### src/rtl/eigen_calving_rate_cell_assert.svh
// ----------------------------------------------------------------------------
// Eigen calving rate cell assertion macros
// Concurrent property wrappers used by the calving cell to check itself.
// ----------------------------------------------------------------------------
`ifndef EIGEN_CALVING_RATE_CELL_ASSERT_SVH
`define EIGEN_CALVING_RATE_CELL_ASSERT_SVH

// The consequent must hold in the same cycle as the antecedent.
`define ECR_ASSERT_SAME(lbl, clk, rst_n, ante, cons, msg) \
    lbl: assert property (@(posedge clk) disable iff (!rst_n) (ante) |-> (cons)) \
        else $error(msg);

// The consequent must hold in the cycle after the antecedent.
`define ECR_ASSERT_NEXT(lbl, clk, rst_n, ante, cons, msg) \
    lbl: assert property (@(posedge clk) disable iff (!rst_n) (ante) |=> (cons)) \
        else $error(msg);

`endif

### src/rtl/ecr_pkg.sv
// ----------------------------------------------------------------------------
// Eigen calving rate package
// Widths, register indexes, payload structs and constants of the calving cell.
// ----------------------------------------------------------------------------
package ecr_pkg;

    localparam int RATE_WIDTH = 32;
    localparam int NUM_NB     = 4;
    localparam int KGAIN_W    = 32;
    localparam int SHIFT_W    = 6;
    localparam int CALV_W     = 63;
    localparam int CNT_W      = 3;
    localparam int CFG_DATA_W = 32;
    localparam int CFG_IDX_W  = 1;

    // Register indexes of the configuration port.
    localparam logic [CFG_IDX_W-1:0] REG_K_GAIN       = 1'b0;
    localparam logic [CFG_IDX_W-1:0] REG_RESULT_SHIFT = 1'b1;

    // Datapath widths derived from the strain-rate width.
    localparam int HALF_W = RATE_WIDTH + 1;
    localparam int SUM_W  = RATE_WIDTH + 2;
    localparam int MAG_W  = RATE_WIDTH + 1;
    localparam int E_W    = RATE_WIDTH - 1;
    localparam int P_W    = 2 * E_W;
    localparam int PP_W   = E_W + KGAIN_W;
    localparam int F_W    = P_W + KGAIN_W;
    localparam int EXT_W  = (F_W > CALV_W) ? F_W : CALV_W + 1;

    // Divide by three as a multiply by floor(2^k / 3) with k even, so that
    // the estimate is at most one below the true quotient.
    localparam int DIV3_SHIFT = RATE_WIDTH + (RATE_WIDTH % 2);
    localparam int DIV3_W     = MAG_W + DIV3_SHIFT;
    localparam logic [63:0] DIV3_MUL_FULL = ((64'd1 << DIV3_SHIFT) - 64'd1) / 64'd3;
    localparam logic [DIV3_SHIFT-1:0] DIV3_MUL = DIV3_MUL_FULL[DIV3_SHIFT-1:0];

    typedef struct packed {
        logic                         center_ice_free_ocean;
        logic                         center_next_to_floating;
        logic [NUM_NB-1:0]            neighbour_floating;
        logic [NUM_NB-1:0]            neighbour_margin;
        logic signed [RATE_WIDTH-1:0] west_first_rate;
        logic signed [RATE_WIDTH-1:0] west_second_rate;
        logic signed [RATE_WIDTH-1:0] east_first_rate;
        logic signed [RATE_WIDTH-1:0] east_second_rate;
        logic signed [RATE_WIDTH-1:0] south_first_rate;
        logic signed [RATE_WIDTH-1:0] south_second_rate;
        logic signed [RATE_WIDTH-1:0] north_first_rate;
        logic signed [RATE_WIDTH-1:0] north_second_rate;
    } ecr_in_t;

    typedef struct packed {
        logic [CALV_W-1:0] calving_rate;
        logic [CNT_W-1:0]  used_neighbours;
    } ecr_out_t;

    // Load enables of the four stages inside the averaging unit.
    typedef struct packed {
        logic ld1;
        logic ld2;
        logic ld3;
        logic ld4;
    } ecr_avg_en_t;

endpackage

### src/rtl/ecr_average.sv
// ----------------------------------------------------------------------------
// Eigen calving rate neighbour average
// Four-stage mean of one signed strain rate over the qualifying neighbours,
// truncated toward zero and valid only if strictly positive, as flagged.
// ----------------------------------------------------------------------------
module ecr_average import ecr_pkg::*; (
    input  logic                         aclk,
    input  ecr_avg_en_t                  en,
    input  logic [NUM_NB-1:0]            qual,
    input  logic signed [RATE_WIDTH-1:0] rate_w,
    input  logic signed [RATE_WIDTH-1:0] rate_e,
    input  logic signed [RATE_WIDTH-1:0] rate_s,
    input  logic signed [RATE_WIDTH-1:0] rate_n,
    output logic [E_W-1:0]               avg_q,
    output logic                         avg_pos,
    output logic [CNT_W-1:0]             avg_cnt
);

    logic signed [HALF_W-1:0] half_a_reg, half_b_reg, half_a_next, half_b_next;
    logic [CNT_W-1:0]         cnt1_reg, cnt2_reg, cnt3_reg, cnt4_reg, cnt1_next;
    logic signed [SUM_W-1:0]  sum2;
    logic                     pos2_reg, pos3_reg, pos4_reg, pos2_next, pos4_next;
    logic [MAG_W-1:0]         mag2_reg, mag3_reg, mag2_next;
    logic [DIV3_W-1:0]        prod3_reg, prod3_next;
    logic [MAG_W-1:0]         q0, rem, quot;
    logic [E_W-1:0]           avg4_reg, avg4_next;

    // Stage 1: masked pairwise sums and neighbour count.
    always_comb begin
        half_a_next = (qual[0] ? HALF_W'(rate_w) : '0) + (qual[1] ? HALF_W'(rate_e) : '0);
        half_b_next = (qual[2] ? HALF_W'(rate_s) : '0) + (qual[3] ? HALF_W'(rate_n) : '0);
        cnt1_next   = CNT_W'(qual[0]) + CNT_W'(qual[1]) + CNT_W'(qual[2]) + CNT_W'(qual[3]);
    end

    // Stage 2: full sum; a positive sum always fits in MAG_W bits.
    always_comb begin
        sum2      = SUM_W'(half_a_reg) + SUM_W'(half_b_reg);
        pos2_next = !sum2[SUM_W-1] && (sum2 != '0);
        mag2_next = sum2[MAG_W-1:0];
    end

    // Stage 3: reciprocal product for the divide by three.
    assign prod3_next = DIV3_W'(mag2_reg) * DIV3_W'(DIV3_MUL);

    // Stage 4: correct the estimate by one and pick the divisor.
    always_comb begin
        q0   = prod3_reg[DIV3_SHIFT +: MAG_W];
        rem  = mag3_reg - ((q0 << 1) + q0);
        quot = '0;
        case (cnt3_reg)
            3'd1:    quot = mag3_reg;
            3'd2:    quot = mag3_reg >> 1;
            3'd3:    quot = (rem >= MAG_W'(3)) ? q0 + MAG_W'(1) : q0;
            3'd4:    quot = mag3_reg >> 2;
            default: quot = '0;
        endcase
        avg4_next = quot[E_W-1:0];
        pos4_next = pos3_reg && (quot != '0);
    end

    always_ff @(posedge aclk) begin
        if (en.ld1) begin
            half_a_reg <= half_a_next;
            half_b_reg <= half_b_next;
            cnt1_reg   <= cnt1_next;
        end
        if (en.ld2) begin
            pos2_reg <= pos2_next;
            mag2_reg <= mag2_next;
            cnt2_reg <= cnt1_reg;
        end
        if (en.ld3) begin
            prod3_reg <= prod3_next;
            mag3_reg  <= mag2_reg;
            pos3_reg  <= pos2_reg;
            cnt3_reg  <= cnt2_reg;
        end
        if (en.ld4) begin
            avg4_reg <= avg4_next;
            pos4_reg <= pos4_next;
            cnt4_reg <= cnt3_reg;
        end
    end

    assign avg_q   = avg4_reg;
    assign avg_pos = pos4_reg;
    assign avg_cnt = cnt4_reg;

endmodule

### config.mk
export PLATFORM = sky130hd
export DESIGN_NAME = ecr_average
export DESIGN_NICKNAME = d
export VERILOG_FILES = /design/src/rtl/eigen_calving_rate_cell_assert.svh /design/src/rtl/ecr_pkg.sv /design/src/rtl/ecr_average.sv
export SDC_FILE = /design/constraint.sdc
export NUM_CORES = 2
export LEC_CHECK = 0
export BUFFER_PORTS_ARGS = -buffer_cell sky130_fd_sc_hd__buf_2
export CAP_MARGIN = 0
export CORE_MARGIN = 10
export CORE_UTILIZATION = 58
export DETAILED_ROUTE_END_ITERATION = 6
export PLACE_DENSITY = 0.82
export SLEW_MARGIN = 25
export SYNTH_ARGS = -nofsm -noshare
export SYNTH_HDL_FRONTEND = slang
export SYNTH_SLANG_ARGS = --single-unit
### constraint.sdc
create_clock -name aclk -period 6.9 [get_ports aclk]
set_clock_uncertainty 0.15 [all_clocks]
set_input_delay 0.345 -clock aclk [delete_from_list [all_inputs] [get_ports aclk]]
set_output_delay 0.345 -clock aclk [all_outputs]
set_load 0.02 [all_outputs]
==> impl_metrics.env <==
export IMPL_status="finished with violations"
export IMPL_violations="design-rule violations, negative setup slack"
export IMPL_rr_startpoint="mag2_reg[12]"
export IMPL_yosysTopAreaCellShare=0.256
export IMPL_cp_top_family="adder cells"
export IMPL_start_util=0.589
export IMPL_hold_viol=0
export IMPL_ios=172
export IMPL_r2r_setup_slack_ns=-0.92
export IMPL_track_usage=0.283
export IMPL_critPathMostFrequentCell="fa_2"
export IMPL_ys_dominant_reg_cell="edfxtp_1"
export IMPL_cts_tree="yes"
export IMPL_yosysSeqAreaShare=0.198
export IMPL_crit_cells=26
export IMPL_final_util=0.697
export IMPL_ff2ff_path_depth=26
export IMPL_worst_hold_path_type="primary input to flip-flop"
export IMPL_dr_pass1_iters=7
export IMPL_yosysWarnings=0
export IMPL_fillCellCount=4013
export IMPL_worst_slack_ns=-0.923
export IMPL_yosys_area_top_type="fa_1"
export IMPL_numCtsBuffers=26
export IMPL_die_w_um=254
export IMPL_period_share=1.13
export IMPL_path_class="flip-flop to flip-flop"
export IMPL_synth_avg_cell_area_um2=9.98
export IMPL_via_count=25300
export IMPL_crit_arrival_ns=7.98
export IMPL_wl_per_cell_um=20.7
export IMPL_wl_um=91800
export IMPL_finalSetupViolations=32
export IMPL_clock_root_buffer="clkbuf_16"
export IMPL_htree_levels=1
export IMPL_end_kind="flip-flop"
export IMPL_max_freq_ghz=0.128
export IMPL_fp_row_count=85
export IMPL_numClockSinks=210
export IMPL_crit_path_top_delay_cell="fa_2"
export IMPL_synth_seq_cells=210
export IMPL_cts_buffer_depth=3
export IMPL_drive_gt1_frac=0.196
export IMPL_syn_num_nets=4237
export IMPL_clk_latency_ns=0.56
export IMPL_multi_input_area_um2=23500
export IMPL_max_slew_margin_rel=0.360
export IMPL_r2r_end="prod3_reg[63]"
export IMPL_fin_crit_ns=7.82
export IMPL_worstPathMaxFanout=3
export IMPL_tightest_slew_ns=0.936
export IMPL_startpoint="mag2_reg[12]"
export IMPL_clk_pin_slew_ns=0.06
export IMPL_place_congestion=1.03
export IMPL_drc=2
export IMPL_critPathMaxStageDelay_ns=0.60
export IMPL_rsz0062_at_grt="yes"
export IMPL_synth_cells=3195
export IMPL_dieArea_um2=64800
export IMPL_grt_max_degree=70
export IMPL_register_area_um2=6310
export IMPL_worst_path_buf_inv=4
export IMPL_antenna_found_initial=1
export IMPL_synth_edff_count=210
export IMPL_die_h_um=254
export IMPL_gr_total_overflow=0
export IMPL_dp_hpwl_um=77800
export IMPL_portBuffers=171
export IMPL_ys_async_sr_fraction=0
export IMPL_core_area_um2=54100
export IMPL_ys_types=76
export IMPL_crit_end="prod3_reg[63]"
export IMPL_netlist_area_um2=31900
export IMPL_pre_cts_slack_ns=-1.16
export IMPL_maxSlewViolCount=0
export IMPL_drt_vias_per_instance=5.71
export IMPL_synth_area_leaders="fa_1 26%, edfxtp_1 20%, ha_1 20%"
export IMPL_grt_pass1_wl_um=142000
export IMPL_start_kind="flip-flop"
export IMPL_drv_cap=0
export IMPL_initialDrtViolationCount=1486
export IMPL_grt_pass1_vias=26300
export IMPL_num_antenna_cells=0
export IMPL_cp_required_ns=7.05
export IMPL_nets=4755
export IMPL_area_growth_pct=18.3
export IMPL_final_antenna_net_count=0
## cells in the final DEF, fill, tap and decap left out, types with 101 or more instances in the layout
cell type    n
inv_1      651
ha_1       462
fa_1       386
buf_4      360
edfxtp_1   210
buf_2      171
and2_1     134
a21oi_1    133
nor2_1     121
nand2_1    114
xnor2_1    101
## cell families after synthesis
kind of cell | count (synthesis) | synth area share
adders and majority gates | 905 | 0.451
buffers and inverters | 731 | 0.0865
and+or+nand+nor | 665 | 0.112
AOI/OAI and AO/OA | 539 | 0.112
DFF | 210 | 0.198
xor gates and xnor gates | 130 | 0.0357
muxes | 15 | 0.00483
## worst min path at each step
stage | start | end | slack, ns | cells past startpoint
2_1_floorplan | cnt1_reg[0] | cnt2_reg[0] | 0.25 | 0
4_1_cts | rate_n[0] | half_b_reg[0] | 0.03 | 3
3_3_place_gp | cnt1_reg[2] | cnt2_reg[2] | 0.25 | 0
3_5_place_dp | cnt2_reg[2] | cnt3_reg[2] | 0.26 | 0
5_1_grt | rate_e[0] | half_a_reg[0] | 0.06 | 3
6_report | rate_n[0] | half_b_reg[0] | 0.04 | 3
## worst min-delay path, delay by kind of cell
family	cells	cell delay, ns
buf+inv	1	0.07
simple gates	1	0.11
fa+ha+maj	1	0.11
## cell type report
class / count / share of cell area
Timing Repair Buffer: 541 / 0.0973
Multi-Input combinational cell: 2254 / 0.623
Clock inverter: 16 / 0.00279
Clock buffer: 31 / 0.0183
Sequential cell: 210 / 0.167
Inverter: 680 / 0.0678
Tap cell: 696 / 0.0231
## cells in the mapped netlist, drive strengths merged, types with 33 or more instances
library cell / n
nand2: 115
fa: 408
nor2: 125
clkbuf: 42
inv: 680
a211oi: 36
ha: 497
edfxtp: 210
a21o: 46
nand3: 45
a22oi: 33
nor3: 50
and2: 134
o21a: 38
xnor2: 101
o21ai: 89
a21oi: 143
## metrics by stage
step	hold WS, ns	cells	setup TNS [ns]	instance area, um^2
finish	0.0400	4428	-14.38	37700
CTS	0.0284	4411	-11.47	37200
global placement	0.254	4340	-15.41	36000
global route	0.0650	4428	-21.33	37700
floorplan	0.250	3195	-2.42	32000
detailed placement	0.255	4340	-19.67	36000
## timing repair
item | CTS | global route
setup endpoints to repair | 32 | 33
setup buffers | 25 | 18
pin swaps | 41 | 80
resized for setup | 42 | 88
hold buffers | 0 | 0
## routing by layer
layer  share of wire  GRT usage  up-vias
met5         0.00016          0        -
met4           0.045      0.104        2
met3           0.076     0.0519      239
met2            0.49      0.498      965
met1            0.39      0.340    12300
li1                -          -    11800
Power is not shown: default switching activity piles up to over one toggle a cycle in this logic, so the estimate is an artifact.
